### src/sv/quaternion_rigid_transform_macros.svh
// ----------------------------------------------------------------------------
// Assertion macros for the quaternion rigid transform
// Shorthand for clocked implication checks with a synchronous reset.
// ----------------------------------------------------------------------------
`ifndef QUATERNION_RIGID_TRANSFORM_MACROS_SVH
`define QUATERNION_RIGID_TRANSFORM_MACROS_SVH

// The consequent must hold in the same cycle as the antecedent.
`define QRT_ASSERT_IMPLIES(label, clk, rst, ante, cons, msg) \
   label: assert property (@(posedge clk) disable iff (rst) (ante) |-> (cons)) \
      else $error(msg);

// The consequent must hold in the cycle after the antecedent.
`define QRT_ASSERT_NEXT(label, clk, rst, ante, cons, msg) \
   label: assert property (@(posedge clk) disable iff (rst) (ante) |=> (cons)) \
      else $error(msg);

`endif

### src/sv/qrt_pkg.sv
// ----------------------------------------------------------------------------
// qrt_pkg
// Widths, types, register indexes and rounding helpers shared by the
// quaternion rigid transform pipeline.
// ----------------------------------------------------------------------------
package qrt_pkg;

   localparam int COORD_W = 32;
   localparam int QUAT_W  = 16;
   localparam int QFRAC   = 14;

   // A quaternion component, negated for the inverse, needs one extra bit.
   localparam int AXIS_W  = QUAT_W + 1;
   // Widest operand of a cross product: the first cross product output.
   localparam int VEC_W   = COORD_W + 4;
   localparam int PROD_W  = AXIS_W + VEC_W;
   localparam int RND_W   = PROD_W - QFRAC;
   localparam int CROSS_W = RND_W + 1;
   localparam int SUM_W   = COORD_W + 16;

   localparam int STAGES  = 7;

   localparam int REG_IDX_W = 3;
   localparam logic [REG_IDX_W-1:0] REG_ROT_W   = 3'd0;
   localparam logic [REG_IDX_W-1:0] REG_ROT_X   = 3'd1;
   localparam logic [REG_IDX_W-1:0] REG_ROT_Y   = 3'd2;
   localparam logic [REG_IDX_W-1:0] REG_ROT_Z   = 3'd3;
   localparam logic [REG_IDX_W-1:0] REG_SHIFT_X = 3'd4;
   localparam logic [REG_IDX_W-1:0] REG_SHIFT_Y = 3'd5;
   localparam logic [REG_IDX_W-1:0] REG_SHIFT_Z = 3'd6;

   typedef logic signed [COORD_W-1:0] coord_type;
   typedef logic signed [QUAT_W-1:0]  quat_type;
   typedef logic signed [AXIS_W-1:0]  axis_type;
   typedef logic signed [VEC_W-1:0]   vec_type;
   typedef logic signed [PROD_W-1:0]  prod_type;
   typedef logic signed [RND_W-1:0]   rnd_type;
   typedef logic signed [CROSS_W-1:0] cross_type;
   typedef logic signed [SUM_W-1:0]   sum_type;

   localparam quat_type  ROT_ONE    = quat_type'(64'd1 << QFRAC);
   localparam prod_type  ROUND_HALF = prod_type'(64'd1 << (QFRAC - 1));
   localparam coord_type COORD_MAX  = {1'b0, {(COORD_W-1){1'b1}}};
   localparam coord_type COORD_MIN  = {1'b1, {(COORD_W-1){1'b0}}};

   // Load enables of the two register stages inside one pipeline unit.
   typedef struct packed {
      logic load_a;
      logic load_b;
   } stage_ctl_type;

   typedef struct packed {
      logic inv;
      logic dir;
   } item_flags_type;

   // Round half up, then drop the quaternion fraction bits.
   function automatic rnd_type round_q(prod_type p);
      prod_type t;
      t = p + ROUND_HALF;
      return t[PROD_W-1:QFRAC];
   endfunction

   function automatic axis_type axis_sel(quat_type a, logic negate);
      axis_type e;
      e = AXIS_W'(a);
      return negate ? -e : e;
   endfunction

endpackage

### src/sv/qrt_scale.sv
// ----------------------------------------------------------------------------
// qrt_scale
// Two-stage scaling of the first cross product by the quaternion scalar
// part, rounded to coordinate scale.
// ----------------------------------------------------------------------------
module qrt_scale
   import qrt_pkg::*;
(
   input  logic          clock,
   input  stage_ctl_type ctl,
   input  quat_type      w,
   input  vec_type       c [3],
   output rnd_type       m [3]
);

   prod_type prod_in [3];
   prod_type prod_ff [3];
   rnd_type  m_in [3];
   rnd_type  m_ff [3];

   always_comb begin
      for (int i = 0; i < 3; i++) begin
         prod_in[i] = PROD_W'(w) * PROD_W'(c[i]);
         m_in[i]    = round_q(prod_ff[i]);
      end
   end

   always_ff @(posedge clock) begin
      if (ctl.load_a) begin
         prod_ff <= prod_in;
      end
      if (ctl.load_b) begin
         m_ff <= m_in;
      end
   end

   assign m = m_ff;

endmodule

### config.mk
export PLATFORM = sky130hd
export DESIGN_NAME = qrt_scale
export DESIGN_NICKNAME = d
export VERILOG_FILES = /design/src/sv/quaternion_rigid_transform_macros.svh /design/src/sv/qrt_pkg.sv /design/src/sv/qrt_scale.sv
export SDC_FILE = /design/constraint.sdc
export NUM_CORES = 2
export LEC_CHECK = 0
export BUFFER_PORTS_ARGS = -buffer_cell sky130_fd_sc_hd__buf_2
export CAP_MARGIN = 20
export CORE_MARGIN = 2
export CORE_UTILIZATION = 60
export CTS_CLUSTER_SIZE = 16
export DETAILED_ROUTE_END_ITERATION = 10
export PLACE_DENSITY = 0.78
export SKIP_CTS_REPAIR_TIMING = 1
export SLEW_MARGIN = 20
export SYNTH_ARGS = -nofsm -noshare
export SYNTH_HDL_FRONTEND = slang
export SYNTH_SLANG_ARGS = --single-unit
### constraint.sdc
create_clock -name clock -period 9.33 [get_ports clock]
set_clock_uncertainty 0.2 [all_clocks]
set_input_delay 1.866 -clock clock [delete_from_list [all_inputs] [get_ports clock]]
set_output_delay 1.866 -clock clock [all_outputs]
set_load 0.02 [all_outputs]
=== Word level (Yosys, flattened, before mapping) ===
Cells that the tools add are included.

* $add $sub $neg: 3
* Multipliers: 3

{| class="wikitable"
|+ Operator list
! kind !! number
|-
| $add 53x15->53 const B || 3
|-
| $mul 16x36->52 || 3
|}

* Register bits after elaboration: 276

=== Depth between registers and ports, before layout ===
* Depth after elaboration: 1
* Depth in mapped cells: 27

=== Least setup slack after synthesis ===
No wires, ideal clock.

* Path kind: input-to-reg
* Start: in w[1]
* End: reg prod_ff[102] in the netlist's numbering, data pin
* Path buffers: 3
* Library setup time: 0.258 ns
* Data required time: 8.872 ns
* Slack: 0.736 ns
* Data arrival time: 8.137 ns
* Stages: 24
* Path through: buf_2 > clkbuf_1 > clkbuf_1 > nand2_1 > fa_1 > fa_1 > fa_1 > inv_1 > fa_1 > fa_1 > inv_1 > fa_1 > inv_1 > ha_1 > a21oi_1 > o21ai_0 > or4_1 > o21ai_0 > o21ba_4 > a41o_4 > a221o_1 > or2_4 > a21oi_2 > xnor2_1

{| class="wikitable"
|+ RTL lines
! what !! RTL line !! text
|-
| from (decl) || qrt_scale.sv:11 || <nowiki>input quat_type w,</nowiki>
|-
| to (signal assigned) || qrt_scale.sv:30 || <nowiki>prod_ff <= prod_in;</nowiki>
|-
| to (decl) || qrt_scale.sv:17 || <nowiki>prod_type prod_ff [3];</nowiki>
|}

==> key figures <==
Setup path
  • Crit path required time: 9.52 ns
  • Max incr delay on CP: 0.55 ns
  • Crit Path Category: in -> reg
  • Critical Path AT: 8.68 ns
  • Crit path launch: w[6]
  • Reg-to-reg endpoint: m[35]
  • CP Max Fanout: 43
  • Top cell by count, worst path: fa_1
  • Crit-path slowest cell: fa_1
  • Setup crit end kind: register
  • Worst-path cell chain: buf_4, buf_4, nand2_1, fa_1, fa_1, inv_1, fa_1, inv_1, fa_1, fa_1, fa_1, inv_1, ha_1, a21oi_1, o21bai_1, a21oi_1, nor2_1, a211oi_1, o31a_1, o31ai_1, o21a_1, o41a_1, xor2_1
  • R2R Path Start: prod_ff[23]
  • Register-to-register setup slack: 6.18 ns
  • Cells on worst reg2reg path: 8
  • Startpoint type of the worst setup path: primary input

Yosys
  • Avg Inst Size Synth: 9.42 sq um
  • Top FF cell, synth: edfxtp_1
  • Distinct cells, synth: 70
  • Register area share after synthesis: 0.105
  • Post-Synth XOR/XNOR Area: 0.0317
  • Asr flop ratio synth: 0
  • Mapped Area: 66600 sq um
  • Synth Area in Compound Gates: 0.0304
  • Combinational family with the most area after synthesis: adder cells
  • Post-synthesis mux area share: 0.000150
  • Synth Register Bits: 234
  • Post-synth EDFFs: 234
  • Syn. warnings: 0
  • Synth Area in Adders: 0.555
  • Syn Inst Count: 7073
  • Syn nets: 9183
  • Simple-gate share of the synthesized area: 0.155

Floorplanning
  • Initial core utilization: 0.604
  • Die area: 114000 sq um
  • FP Rows: 122
  • I/O pin cnt: 244
  • Die Y: 337 microns
  • Core Region: 110000 sq um
  • Width of the die: 337 microns

Drt
  • DR top layer: met5
  • Met2 wire len: 83600 microns
  • Met1 WL: 60700 microns
  • WL final: 166000 microns
  • 1st-iter DRT viols: 3138
  • Vias: 47500
  • WL/cell: 19.1 microns
  • DRC viols: 0
  • Met3 wire len: 14000 microns
  • Vias/cell: 5.48
  • Pre-antenna DRT Iters: 6
  • Final ANT Viol Nets: 0

Timing
  • Worst slew pin tran: 0.940 ns
  • Slew HR: 0.373
  • Final worst-path cycle share: 0.909
  • Setup TNS: 0 ns
  • Final hold viol count: 0
  • Max frequency: 118 MHz
  • Pins Over Slew Limit: 0
  • Unrepaired setup endpoints after global routing: false
  • Post-layout min period: 8.48 ns
  • Final setup fails: 0

Hold path
  • Hold/Removal Path Class: reg -> reg
  • Hold path depth: 1
  • Hold Path End: m[4]
  • HP Start: prod_ff[18]

Clock network
  • Worst skew pair latency: 0.63 ns
  • H-tree levels: 1
  • Root Driver: clkbuf_16
  • TritonCTS Buffers: 28
  • Longest Clk Path Bufs: 3
  • Clock transition at path regs: 0.06 ns
  • CTS Sinks: 234
  • CTS tree: yes

Run
  • Max-cap viol count: 0

Final layout
  • Util after Layout: 0.639
  • Leading cell type in the layout, fill and taps excluded: inv_1
  • Area growth syn-to-layout: 5.79%
  • Layout cells sized above 1: 0.0579
  • # fillers: 8760
  • Most frequent cells in the layout: inv_1, fa_1, nand2_1
  • Final Non-Filler Cells: 8657
  • Nets: 9252

Placed design
  • Placed Instances: 8600
  • HPWL after detailed placement: 132000 microns
  • Buffers on Ports: 243
  • Gpl congestion: 0.930

Run status
  • Outcome: completed

GRT
  • GRT Util Overall: 0.308
  • Antenna violations before repair: 21
  • Vias in the first global route: 52900
  • First-pass GRT wire length: 274000 microns
  • Total global routing overflow: 0
  • Largest net degree at the start of global routing: 91
per-stage QoR:
stage | setup WS, ns | cell area [sq um] | hold slack [ns]
finish | 0.849 | 70500 | 0.366
global route | 0.545 | 70500 | 0.391
CTS | 0.949 | 70500 | 0.370
detailed placement | 0.299 | 69600 | 0.355
global placement | 0.391 | 69600 | 0.359
floorplan | 0.736 | 66600 | 0.341
routing by layer:
layer | global-route usage | up-vias
met5 | 0 | -
met4 | 0.121 | 30
met3 | 0.0579 | 488
met2 | 0.534 | 2021
met1 | 0.382 | 24400
li1 | - | 20600
sequential cells by signal (all words and copies together), names as in the netlist:
signal   flops
m          117
prod_ff    117
critical path, delay by kind of cell:
kind                     cells  cell delay, ns
AO/OA/AOI/OAI                8            2.06
XOR/XNOR                     1            0.15
adder cells (fa/ha/maj)      7            3.36
buffers and inverters        5            1.02
AND/OR/NAND/NOR              2            0.19
area by class of cell:
type / instances / area [sq um] / area share
multi-input cells: 4667 / 51500 / 0.730
flip-flops and latches: 234 / 7030 / 0.0997
inverters: 1865 / 7000 / 0.0993
repair buffers: 346 / 2230 / 0.0317
well taps: 1488 / 1860 / 0.0264
clock buffers: 29 / 704 / 0.00999
clock inverters: 21 / 195 / 0.00277
diodes: 7 / 17.5 / 0.000248
cells in the mapped netlist, drive strengths merged (44+ instances only):
master	n	area [sq um]
a21o	44	332
and2	683	4270
ha	360	4500
o21ai	52	264
edfxtp	234	7030
nand3	60	300
clkbuf	305	1140
inv	1865	7000
xor2	65	569
fa	1623	32500
xnor2	176	1540
nor2	178	668
nand2	1029	3860
a21oi	90	462
nand4	44	275
kinds of logic after synthesis:
logic type	after synthesis
XOR/XNOR	241
flip-flops	234
AO/OA/AOI/OAI	301
adder cells (fa/ha/maj)	1983
buffers and inverters	2172
multiplexers	1
AND/OR/NAND/NOR	2141
worst max-delay path by stage:
| stage | slack (ns) | cells after the start | to |
|---|---|---|---|
| floorplan | 0.74 | 24 | prod_ff[102] |
| global placement | 0.39 | 22 | prod_ff[154] |
| detailed placement | 0.30 | 24 | prod_ff[102] |
| CTS | 0.95 | 24 | prod_ff[102] |
| global route | 0.54 | 25 | prod_ff[157] |
| finish | 0.85 | 23 | prod_ff[154] |
Power is left out: the tool's default activity adds up to more than one toggle a clock period on the data nets, which glitch-free logic cannot reach.
