File: src/sv/quaternion_rigid_transform_macros.svh
// ----------------------------------------------------------------------------
// Assertion macros for the quaternion rigid transform
// Shorthand for clocked implication checks with a synchronous reset.
// ----------------------------------------------------------------------------
`ifndef QUATERNION_RIGID_TRANSFORM_MACROS_SVH
`define QUATERNION_RIGID_TRANSFORM_MACROS_SVH

// The consequent must hold in the same cycle as the antecedent.
`define QRT_ASSERT_IMPLIES(label, clk, rst, ante, cons, msg) \
   label: assert property (@(posedge clk) disable iff (rst) (ante) |-> (cons)) \
      else $error(msg);

// The consequent must hold in the cycle after the antecedent.
`define QRT_ASSERT_NEXT(label, clk, rst, ante, cons, msg) \
   label: assert property (@(posedge clk) disable iff (rst) (ante) |=> (cons)) \
      else $error(msg);

`endif

File: src/sv/qrt_pkg.sv
// ----------------------------------------------------------------------------
// qrt_pkg
// Widths, types, register indexes and rounding helpers shared by the
// quaternion rigid transform pipeline.
// ----------------------------------------------------------------------------
package qrt_pkg;

   localparam int COORD_W = 32;
   localparam int QUAT_W  = 16;
   localparam int QFRAC   = 14;

   // A quaternion component, negated for the inverse, needs one extra bit.
   localparam int AXIS_W  = QUAT_W + 1;
   // Widest operand of a cross product: the first cross product output.
   localparam int VEC_W   = COORD_W + 4;
   localparam int PROD_W  = AXIS_W + VEC_W;
   localparam int RND_W   = PROD_W - QFRAC;
   localparam int CROSS_W = RND_W + 1;
   localparam int SUM_W   = COORD_W + 16;

   localparam int STAGES  = 7;

   localparam int REG_IDX_W = 3;
   localparam logic [REG_IDX_W-1:0] REG_ROT_W   = 3'd0;
   localparam logic [REG_IDX_W-1:0] REG_ROT_X   = 3'd1;
   localparam logic [REG_IDX_W-1:0] REG_ROT_Y   = 3'd2;
   localparam logic [REG_IDX_W-1:0] REG_ROT_Z   = 3'd3;
   localparam logic [REG_IDX_W-1:0] REG_SHIFT_X = 3'd4;
   localparam logic [REG_IDX_W-1:0] REG_SHIFT_Y = 3'd5;
   localparam logic [REG_IDX_W-1:0] REG_SHIFT_Z = 3'd6;

   typedef logic signed [COORD_W-1:0] coord_type;
   typedef logic signed [QUAT_W-1:0]  quat_type;
   typedef logic signed [AXIS_W-1:0]  axis_type;
   typedef logic signed [VEC_W-1:0]   vec_type;
   typedef logic signed [PROD_W-1:0]  prod_type;
   typedef logic signed [RND_W-1:0]   rnd_type;
   typedef logic signed [CROSS_W-1:0] cross_type;
   typedef logic signed [SUM_W-1:0]   sum_type;

   localparam quat_type  ROT_ONE    = quat_type'(64'd1 << QFRAC);
   localparam prod_type  ROUND_HALF = prod_type'(64'd1 << (QFRAC - 1));
   localparam coord_type COORD_MAX  = {1'b0, {(COORD_W-1){1'b1}}};
   localparam coord_type COORD_MIN  = {1'b1, {(COORD_W-1){1'b0}}};

   // Load enables of the two register stages inside one pipeline unit.
   typedef struct packed {
      logic load_a;
      logic load_b;
   } stage_ctl_type;

   typedef struct packed {
      logic inv;
      logic dir;
   } item_flags_type;

   // Round half up, then drop the quaternion fraction bits.
   function automatic rnd_type round_q(prod_type p);
      prod_type t;
      t = p + ROUND_HALF;
      return t[PROD_W-1:QFRAC];
   endfunction

   function automatic axis_type axis_sel(quat_type a, logic negate);
      axis_type e;
      e = AXIS_W'(a);
      return negate ? -e : e;
   endfunction

endpackage

File: src/sv/qrt_out.sv
// ----------------------------------------------------------------------------
// qrt_out
// Final sum v + 2m + 2d (+ translation for a forward point), then
// saturation to the coordinate range. The second stage is the result
// register seen on the output channel.
// ----------------------------------------------------------------------------
module qrt_out
   import qrt_pkg::*;
(
   input  logic          clock,
   input  stage_ctl_type ctl,
   input  vec_type       v [3],
   input  rnd_type       m [3],
   input  cross_type     d [3],
   input  coord_type     t [3],
   input  logic          add_t,
   output coord_type     r [3],
   output logic          clip
);

   localparam sum_type SAT_MAX = sum_type'(COORD_MAX);
   localparam sum_type SAT_MIN = sum_type'(COORD_MIN);

   coord_type t_add [3];
   sum_type   sum_in [3];
   sum_type   sum_ff [3];
   coord_type r_in [3];
   coord_type r_ff [3];
   logic      clip_in;
   logic      clip_ff;

   always_comb begin
      for (int i = 0; i < 3; i++) begin
         t_add[i]  = add_t ? t[i] : '0;
         sum_in[i] = SUM_W'(v[i]) + (SUM_W'(m[i]) <<< 1) + (SUM_W'(d[i]) <<< 1)
                   + SUM_W'(t_add[i]);
      end
   end

   always_comb begin
      clip_in = 1'b0;
      for (int i = 0; i < 3; i++) begin
         if (sum_ff[i] > SAT_MAX) begin
            r_in[i] = COORD_MAX;
            clip_in = 1'b1;
         end else if (sum_ff[i] < SAT_MIN) begin
            r_in[i] = COORD_MIN;
            clip_in = 1'b1;
         end else begin
            r_in[i] = sum_ff[i][COORD_W-1:0];
         end
      end
   end

   always_ff @(posedge clock) begin
      if (ctl.load_a) begin
         sum_ff <= sum_in;
      end
      if (ctl.load_b) begin
         r_ff    <= r_in;
         clip_ff <= clip_in;
      end
   end

   assign r    = r_ff;
   assign clip = clip_ff;

endmodule

File: config.mk
export PLATFORM = sky130hd
export DESIGN_NAME = qrt_out
export DESIGN_NICKNAME = d
export VERILOG_FILES = /design/src/sv/quaternion_rigid_transform_macros.svh /design/src/sv/qrt_pkg.sv /design/src/sv/qrt_out.sv
export SDC_FILE = /design/constraint.sdc
export NUM_CORES = 1
export LEC_CHECK = 0
export BUFFER_PORTS_ARGS = -buffer_cell sky130_fd_sc_hd__buf_2
export CORE_ASPECT_RATIO = 0.9
export CORE_UTILIZATION = 51
export CTS_BUF_LIST = sky130_fd_sc_hd__clkbuf_4 sky130_fd_sc_hd__clkbuf_8
export DETAILED_ROUTE_END_ITERATION = 10
export HOLD_SLACK_MARGIN = 0.06
export PLACE_DENSITY = 0.79
export SETUP_SLACK_MARGIN = 0.1
export SYNTH_ARGS = -nofsm -noshare
export SYNTH_HDL_FRONTEND = slang
export SYNTH_SLANG_ARGS = --single-unit
export TNS_END_PERCENT = 30
File: constraint.sdc
create_clock -name clock -period 4.26 [get_ports clock]
set_input_delay 0.426 -clock clock [delete_from_list [all_inputs] [get_ports clock]]
set_output_delay 0.426 -clock clock [all_outputs]
set_load 0.005 [all_outputs]
# Yosys cells after proc, flatten, opt, wreduce, memory -nomap -nowiden
# Index checks and enable logic that the tools add are counted.
[classes]
bitwise_logic = 0
add_sub_neg = 9
eq_ne = 0
reduce_logical = 1
mul = 0
muxes = 7
n_lt_le_gt_ge = 6
div_mod_pow = 0
shifts = 0
[op_table]
columns = ["operator", "n"]
rows = [
  ["$mux W32", 6],
  ["$gt A48 B32 Y1 const B", 3],
  ["$lt A48 B32 Y1 const B", 3],
  ["$add A42 B32 Y43", 3],
  ["$add A41 B41 Y42", 3],
  ["$add A36 B40 Y41", 3],
  ["$reduce_or A5 Y1", 1],
  ["$mux W1", 1],
]
[word_totals]
ramBits = 0
input_bits = 445
mem_count = 0
latch_bits = 0
register_bits = 241
mem_bits_ro = 0

# Logic depth before layout (Yosys ltp)
# Gate-level depths: netlist of the first run.
[logic_depth]
ltp_word = 3
ltp_mapped = 18
depth_no_buf = 16

# Least setup slack after synthesis of the first run
# No wires, ideal clock.
[synth_path]
path_type = "in2reg"
start = "input port add_t"
end = "register sum_ff[84] (netlist bit), data pin"
stages = 17
t_required_ns = 3.996
t_arrival_ns = 3.849
n_path_buf = 3
slack_ns = 0.148
setup_ns = 0.264
cell_sequence = "clkbuf_1 clkbuf_1 clkbuf_1 nand2_1 fa_1 inv_1 ha_1 fa_1 a211oi_1 o211ai_1 nand3_1 nand4_1 nand3_1 a21oi_1 a221o_1 a221oi_1 xnor2_1"
[synth_rtl]
columns = ["item", "line_no", "text"]
rows = [
  ["start, declared", "qrt_out.sv:16", "input logic add_t,"],
  ["end signal, assigned", "qrt_out.sv:57", "sum_ff <= sum_in;"],
  ["end, declared", "qrt_out.sv:26", "sum_type sum_ff [3];"],
]

==> impl_metrics.prom, run 1 <==
# TYPE chip_impl_metric gauge
chip_impl_metric{name="grt_antenna_before_repair",unit=""} 6
chip_impl_metric{name="dr_wl_met3",unit="um"} 3270
chip_impl_metric{name="clk_transition_reported_paths",unit="ps"} 60
chip_impl_metric{name="layout-drive-gt1-share",unit="%"} 24.2
chip_impl_metric{name="number_of_global_route_vias_before_repair",unit=""} 17811
chip_impl_metric{name="synthesis.nets",unit=""} 3055
chip_impl_metric{name="dpl.cell_count",unit=""} 3319
chip_impl_metric{name="seqCellArea",unit="um2"} 6790
chip_impl_metric{name="postCtsHoldBufs",unit=""} 0
chip_impl_metric{name="finalPower",unit="mW"} 13.1
chip_impl_metric{name="cp.buffers_inverters",unit=""} 3
chip_impl_metric{name="die_area",unit="um2"} 43300
chip_impl_metric{name="async_flop_share",unit="%"} 0
chip_impl_metric{name="cts_buffers",unit=""} 42
chip_impl_metric{name="stdcell_count",unit=""} 3397
chip_impl_info{name="critPathSlowestCell",value="fa_1"} 1
chip_impl_info{name="path_delay_family",value="adder cells"} 1
chip_impl_metric{name="arrival_time_at_the_worst_endpoint",unit="ps"} 4200
chip_impl_metric{name="dr.first_iter.drc_count",unit=""} 1017
chip_impl_metric{name="antenna_left",unit=""} 0
chip_impl_metric{name="netlist_instances",unit=""} 2241
chip_impl_info{name="worst-setup-path-type",value="in2reg"} 1
chip_impl_metric{name="grt_start_max_net_pins",unit=""} 108
chip_impl_metric{name="worst-path-max-fanout",unit=""} 3
chip_impl_metric{name="hold_fails_final_rpt",unit=""} 0
chip_impl_metric{name="die_height",unit="um"} 198
chip_impl_metric{name="fp.coreArea",unit="um2"} 41800
chip_impl_metric{name="syn_area",unit="um2"} 21700
chip_impl_metric{name="ys_warn_count",unit=""} 0
chip_impl_metric{name="met2_wire_length",unit="um"} 28100
chip_impl_metric{name="pre_cts_ws",unit="ps"} -124
chip_impl_info{name="run_status",value="completed"} 1
chip_impl_info{name="setup.worst_path.start_class",value="primary input"} 1
chip_impl_metric{name="worst-slew-pin-transition",unit="ps"} 1080
chip_impl_metric{name="worstRegToRegCells",unit=""} 4
chip_impl_metric{name="cap_violations",unit=""} 0
chip_impl_metric{name="gp_congestion",unit=""} 0.911
chip_impl_metric{name="cp.required",unit="ps"} 4560
chip_impl_metric{name="met1Wirelength",unit="um"} 22600
chip_impl_metric{name="detail_route.vias_per_cell",unit=""} 5.16
chip_impl_metric{name="clock-skew-final",unit="ps"} 17.1
chip_impl_info{name="tritoncts",value="yes"} 1
chip_impl_metric{name="setup-violations-final",unit=""} 0
chip_impl_metric{name="cts.sinks",unit=""} 226
chip_impl_metric{name="pin_count",unit=""} 542
chip_impl_info{name="critical_path.reg2reg.endpoint",value="clip"} 1
chip_impl_metric{name="setup_slack",unit="ps"} 360
chip_impl_metric{name="reg2reg_slack",unit="ps"} 1690
chip_impl_metric{name="drcViolationCount",unit=""} 0
chip_impl_info{name="worstPathCellList",value="buf_2 > inv_1 > fa_1 > fa_1 > inv_1 > ha_1 > fa_1 > a211oi_1 > o211ai_1 > nand3_1 > a21oi_1 > nor3_1 > o21ai_0 > a221o_1 > a21oi_1 > xnor2_1"} 1
chip_impl_metric{name="std_cell_rows",unit=""} 71
chip_impl_metric{name="finalCoreUtilization",unit="%"} 62.5
chip_impl_metric{name="cts_resized",unit=""} 0
chip_impl_metric{name="multi_input_area",unit="um2"} 12500
chip_impl_metric{name="drt_wl_total",unit="um"} 55700
chip_impl_metric{name="irDropWorstVdd",unit="uV"} 253
chip_impl_metric{name="detailed_place_hpwl",unit="um"} 45900
chip_impl_info{name="rsz0062_at_grt",value="false"} 1
chip_impl_metric{name="post-route-period-util",unit="%"} 91.5
chip_impl_info{name="crit_path_start",value="v[38]"} 1
chip_impl_metric{name="h-tree-depth",unit=""} 2
chip_impl_info{name="crit_top_cell",value="fa_1"} 1
chip_impl_metric{name="synth_edf_count",unit=""} 226
chip_impl_metric{name="area_growth_syn_to_layout",unit="%"} 20.7
chip_impl_metric{name="cts.repair_timing.setup_buffer_count",unit=""} 0
chip_impl_metric{name="synth_area_per_cell",unit="um2"} 9.67
chip_impl_metric{name="final_net_count",unit=""} 3630
chip_impl_metric{name="finalWorstPathRequiredPeriod",unit="ps"} 3900
chip_impl_metric{name="grt_pass1_wl",unit="um"} 87700
chip_impl_metric{name="initial_cell_density_of_the_core",unit="%"} 51.8
chip_impl_metric{name="synth_seq_cells",unit=""} 226
chip_impl_metric{name="fp.dieW",unit="um"} 219
chip_impl_metric{name="slew_viol_final",unit=""} 0
chip_impl_metric{name="wl_per_cell",unit="um"} 16.4
chip_impl_metric{name="worstSetupPathDepth",unit=""} 16
chip_impl_metric{name="max-clock-path-buffers",unit=""} 3
chip_impl_metric{name="leakage",unit="nW"} 13.6
chip_impl_metric{name="fillerInstances",unit=""} 3443
chip_impl_metric{name="grt.overflow.total",unit=""} 0
chip_impl_info{name="synth_ff_type",value="edfxtp_1"} 1
chip_impl_info{name="end_kind",value="register"} 1
chip_impl_info{name="hold_path.class",value="in2reg"} 1
chip_impl_metric{name="crit_path_max_incr_delay",unit="ps"} 550
chip_impl_metric{name="grt_usage",unit="%"} 25.8
chip_impl_metric{name="timing.max_slew.rel_slack",unit="%"} 28.2
chip_impl_metric{name="ys_seq_area_share",unit="%"} 31.3
chip_impl_metric{name="drt_first_pass_iters",unit=""} 7
chip_impl_metric{name="port_buffers",unit=""} 541
chip_impl_info{name="r2r-start",value="sum_ff[88]"} 1
chip_impl_metric{name="pwr_dens",unit="nW/um2"} 502
chip_impl_metric{name="synth_cell_type_count",unit=""} 74
chip_impl_metric{name="vias",unit=""} 17517
chip_impl_info{name="top_layer",value="met5"} 1
chip_impl_info{name="setup.worst_path.end",value="sum_ff[94]"} 1
chip_impl_metric{name="fmax",unit="MHz"} 256
chip_impl_info{name="root_buffer",value="clkbuf_8"} 1
chip_impl_metric{name="clk-insertion-delay-late",unit="ps"} 550
-- cell usage in the layout, fill, tap and decap left out, types with 9 or more instances in the layout --
cell	n
nor2_1	130
edfxtp_1	226
inv_1	590
nor3_1	25
nand2b_1	10
buf_2	538
nand2_1	140
a211oi_1	11
and2_1	25
and3_1	15
clkbuf_8	43
a21oi_1	112
buf_4	59
o211ai_1	10
nand4_1	28
xnor2_1	64
a31oi_1	13
nor2b_1	9
ha_1	123
o21a_1	45
fa_1	246
clkbuf_4	15
o21ai_0	65
nand3_1	40
o21bai_1	14
xor2_1	43
a21o_1	90
-- stage by stage --
| stage | TNS [ps] | area (um2) | hold slack (ps) |
|---|---|---|---|
| after floorplan | 0 | 21700 | 495 |
| after global placement | -124 | 25300 | 496 |
| after detailed placement | -373 | 25300 | 502 |
| after CTS | 0 | 26100 | 197 |
| after global routing | 0 | 26200 | 211 |
| final | 0 | 26200 | 229 |
-- Yosys cell counts, types with 3 or more instances --
master / instances / area share (%)
inv_1: 590 / 10
fa_1: 246 / 23
edfxtp_1: 226 / 31
nand2_1: 140 / 2.4
nor2_1: 130 / 2.3
ha_1: 123 / 7.1
a21oi_1: 112 / 2.6
a21o_1: 90 / 3.1
o21ai_0: 65 / 1.5
xnor2_1: 64 / 2.6
clkbuf_1: 59 / 1.0
o21a_1: 45 / 1.6
xor2_1: 43 / 1.7
nand3_1: 40 / 0.92
nand4_1: 28 / 0.81
and2_1: 25 / 0.72
nor3_1: 25 / 0.58
a31oi_1: 16 / 0.46
and3_1: 15 / 0.43
o21bai_1: 14 / 0.49
a211oi_1: 11 / 0.38
nand2b_1: 10 / 0.29
o211ai_1: 10 / 0.35
nor2b_1: 9 / 0.26
nor4_1: 8 / 0.23
o31ai_1: 8 / 0.28
buf_2: 6 / 0.14
o21ai_1: 6 / 0.14
o31a_1: 5 / 0.20
a221oi_1: 4 / 0.16
and4_1: 4 / 0.16
or3_1: 4 / 0.12
a21oi_2: 3 / 0.12
a221o_1: 3 / 0.14
nand3b_1: 3 / 0.10
-- per-layer routing --
layer | vias to the layer above | GRT usage (%)
met5 | - | 0
met4 | 4 | 8.74
met3 | 98 | 3.65
met2 | 629 | 45.9
met1 | 8416 | 31.9
li1 | 8370 | -
-- report_power, final --
| part | leakage (nW) | switching [mW] | internal [mW] | total (mW) |
|---|---|---|---|---|
| sequential | 2.22 | 0.345 | 3.83 | 4.17 |
| combinational | 10.9 | 3.89 | 2.99 | 6.87 |
| clock | 0.431 | 0.903 | 1.19 | 2.09 |
-- cell families (layout without fill, tap and decap cells) --
logic type,Yosys count,after routing,share of synthesized area (%)
AOI/OAI and AO/OA,431,431,13.4
xor gates and xnor gates,107,107,4.33
adders and majority gates,369,369,29.8
buffers and inverters,658,1262,11.5
DFF,226,226,31.3
muxes,1,1,0.0462
other,0,5,0
and+or+nand+nor,449,449,9.64
-- state kept, by name, indices dropped and copies added (netlist names) --
| register | cells |
|---|---|
| clip | 1 |
| r | 96 |
| sum_ff | 129 |
-- worst min path at each step --
stage                          start         to  slack [ps]  depth (start not counted)
after floorplan            sum_ff[0]       r[0]         500                          1
after global placement     sum_ff[2]       r[2]         500                          1
after detailed placement  sum_ff[23]      r[23]         500                          1
after CTS                       v[0]  sum_ff[0]         200                          2
after global routing            v[0]  sum_ff[0]         210                          2
final                           v[0]  sum_ff[0]         230                          2
-- final cells by class --
| cell class | count | area share (%) |
|---|---|---|
| multi-input combinational | 1357 | 47.7 |
| tap | 547 | 2.62 |
| sequential | 226 | 25.9 |
| clock inverter | 15 | 0.459 |
| inverter | 590 | 8.47 |
| timing repair buffer | 599 | 12.1 |
| clock buffer | 58 | 2.69 |
| antenna | 5 | 0.0478 |
No activity file was read; power rests on OpenSTA's default activity.
==> run 2: changes to the inputs <==
Settings changed: CORE_UTILIZATION 51 to 25, GPL_TIMING_DRIVEN set to 0, PLACE_DENSITY 0.79 to 0.44.
==> run 2 against run 1 <==
Net effect: via count fell by 2.6%; hold slack lost 66 ps; design area up 3.1%; combinational power increased by 2%; core utilization decreased by 31 points; critical path type unchanged.
==> impl_metrics.prom, run 2 (synthesis results as in run 1) <==
# TYPE chip_impl_metric gauge
chip_impl_metric{name="cts.sinks",unit=""} 226
chip_impl_metric{name="pin_count",unit=""} 542
chip_impl_metric{name="detailed_place_hpwl",unit="um"} 54900
chip_impl_metric{name="drt_first_pass_iters",unit=""} 5
chip_impl_info{name="setup.worst_path.start_class",value="primary input"} 1
chip_impl_info{name="hold_path.class",value="in2reg"} 1
chip_impl_info{name="critPathSlowestCell",value="fa_1"} 1
chip_impl_metric{name="post-route-period-util",unit="%"} 95.1
chip_impl_info{name="rsz0062_at_grt",value="false"} 1
chip_impl_metric{name="timing.max_slew.rel_slack",unit="%"} 20.6
chip_impl_metric{name="fp.dieW",unit="um"} 312
chip_impl_metric{name="clk_transition_reported_paths",unit="ps"} 60
chip_impl_metric{name="initial_cell_density_of_the_core",unit="%"} 25.2
chip_impl_metric{name="cts_buffers",unit=""} 47
chip_impl_metric{name="setup-tns-final",unit="ps"} 0
chip_impl_info{name="end_kind",value="register"} 1
chip_impl_metric{name="finalWorstPathRequiredPeriod",unit="ps"} 4050
chip_impl_metric{name="grt_antenna_before_repair",unit=""} 8
chip_impl_metric{name="drt_wl_total",unit="um"} 65200
chip_impl_info{name="tritoncts",value="yes"} 1
chip_impl_info{name="worst-setup-path-type",value="in2reg"} 1
chip_impl_metric{name="fmax",unit="MHz"} 247
chip_impl_metric{name="fp.coreArea",unit="um2"} 85900
chip_impl_info{name="layout.cells.most_common_list",value="inv_1, buf_2, fa_1"} 1
chip_impl_metric{name="grt_usage",unit="%"} 14.8
chip_impl_metric{name="slew_viol_final",unit=""} 0
chip_impl_info{name="run_status",value="completed"} 1
chip_impl_metric{name="finalCoreUtilization",unit="%"} 31.4
chip_impl_metric{name="clk-insertion-delay-late",unit="ps"} 590
chip_impl_info{name="top_register",value="sum_ff"} 1
chip_impl_info{name="worstPathCellList",value="buf_2 > inv_1 > fa_1 > fa_1 > inv_1 > ha_1 > fa_2 > a211oi_4 > o211ai_1 > nand3_2 > nand4_1 > nand3_1 > a21oi_1 > a221o_1 > a221oi_2 > xnor2_1"} 1
chip_impl_metric{name="gp_congestion",unit=""} 0.835
chip_impl_metric{name="grt_start_max_net_pins",unit=""} 71
chip_impl_metric{name="worst-path-max-fanout",unit=""} 3
chip_impl_metric{name="area_growth_syn_to_layout",unit="%"} 24.5
chip_impl_metric{name="postCtsHoldBufs",unit=""} 0
chip_impl_metric{name="antenna_left",unit=""} 0
chip_impl_metric{name="hold_fails_final_rpt",unit=""} 0
chip_impl_metric{name="irDropWorstVdd",unit="uV"} 153
chip_impl_metric{name="grt_pass1_wl",unit="um"} 99200
chip_impl_metric{name="layout-drive-gt1-share",unit="%"} 23.5
chip_impl_metric{name="cap_violations",unit=""} 0
chip_impl_metric{name="drcViolationCount",unit=""} 0
chip_impl_metric{name="port_buffers",unit=""} 540
chip_impl_metric{name="worst-slew-pin-transition",unit="ps"} 1180
chip_impl_metric{name="worstRegToRegCells",unit=""} 4
chip_impl_metric{name="vias",unit=""} 17060
chip_impl_metric{name="die_area",unit="um2"} 87800
chip_impl_metric{name="finalPower",unit="mW"} 13.5
chip_impl_metric{name="max-clock-path-buffers",unit=""} 3
chip_impl_metric{name="final_net_count",unit=""} 3647
chip_impl_metric{name="setup_slack",unit="ps"} 210
chip_impl_metric{name="h-tree-depth",unit=""} 2
chip_impl_metric{name="setup-violations-final",unit=""} 0
chip_impl_metric{name="pre_cts_ws",unit="ps"} -2250
chip_impl_metric{name="die_height",unit="um"} 281
chip_impl_metric{name="std_cell_rows",unit=""} 102
chip_impl_metric{name="leakage",unit="nW"} 13.5
chip_impl_metric{name="grt.overflow.total",unit=""} 0
chip_impl_metric{name="number_of_global_route_vias_before_repair",unit=""} 17370
chip_impl_metric{name="fillerInstances",unit=""} 9171
chip_impl_metric{name="arrival_time_at_the_worst_endpoint",unit="ps"} 4370
chip_impl_metric{name="crit_path_max_incr_delay",unit="ps"} 620
chip_impl_info{name="root_buffer",value="clkbuf_8"} 1
chip_impl_info{name="layout.cells.most_common",value="inv_1"} 1
chip_impl_metric{name="holdPathStages",unit=""} 2
chip_impl_metric{name="cp.required",unit="ps"} 4580
chip_impl_metric{name="clock-skew-final",unit="ps"} 26.2
chip_impl_metric{name="wl_per_cell",unit="um"} 16.2
chip_impl_metric{name="largest_register_ff_count",unit=""} 129
chip_impl_metric{name="pwr_dens",unit="nW/um2"} 499
chip_impl_metric{name="dr.first_iter.drc_count",unit=""} 779
chip_impl_metric{name="detail_route.vias_per_cell",unit=""} 4.25
==> run 2: changes by cell type in the layout (fill, tap and decap cells not counted), sizes merged <==
| cell | change |
|---|---|
| buf | -49 |
| bufinv | +1 |
| clkbuf | +62 |
| diode | -3 |
| clkinv | +5 |
==> run 2: stage by stage <==
stage | hold slack, ps | instance area (um2) | instances
after floorplan | 495 | 21700 | 2241
after global placement | 502 | 25800 | 3925
after detailed placement | 502 | 25900 | 3927
after CTS | 78.8 | 26900 | 4007
after global routing | 96.3 | 27000 | 4010
final | 163 | 27000 | 4010
==> run 2: layout make-up <==
type                            instances  area (um2)  area share (%)
Multi-Input combinational cell       1357       12500            46.4
Inverter                              590        2210            8.21
Antenna cell                            2        5.00          0.0186
Tap cell                             1144        1430            5.31
Buffer                                 68         323            1.20
Clock buffer                           59         737            2.73
Clock inverter                         21         174           0.645
Timing Repair Buffer                  543        2780            10.3
Sequential cell                       226        6790            25.2
==> run 2: metal layers <==
metal / track usage, % / wire length (um)
met1: 20.0 / 30100
met3: 3.22 / 4080
met5: 0 / 30
met4: 3.71 / 1380
met2: 23.9 / 29600
==> run 2: where the power goes <==
part           internal [mW]  switching [mW]
clock                   1.31            1.02
combinational           2.85            4.14
sequential              3.83           0.313
==> run 2: critical path: cells and delay by family <==
family	cells	cell delay [ps]
buffers and inverters	3	270
and+or+nand+nor	3	440
adders and majority gates	4	1730
xor gates and xnor gates	1	110
AOI/OAI and AO/OA	5	1380
==> run 2: repair_timing <==
item	CTS	global route
pin swaps	2	6
gates resized for setup	23	24
setup buffers	0	1
endpoints found under the setup margin	106	22
==> run 2: worst paths after layout <==
check	startpoint	to	slack, ps
worst max-delay path	d[41]	sum_ff[84]	210
worst min-delay path	v[72]	sum_ff[96]	160
worst max register to register	sum_ff[88]	clip	1460
worst min register to register	sum_ff[25]	r[25]	510
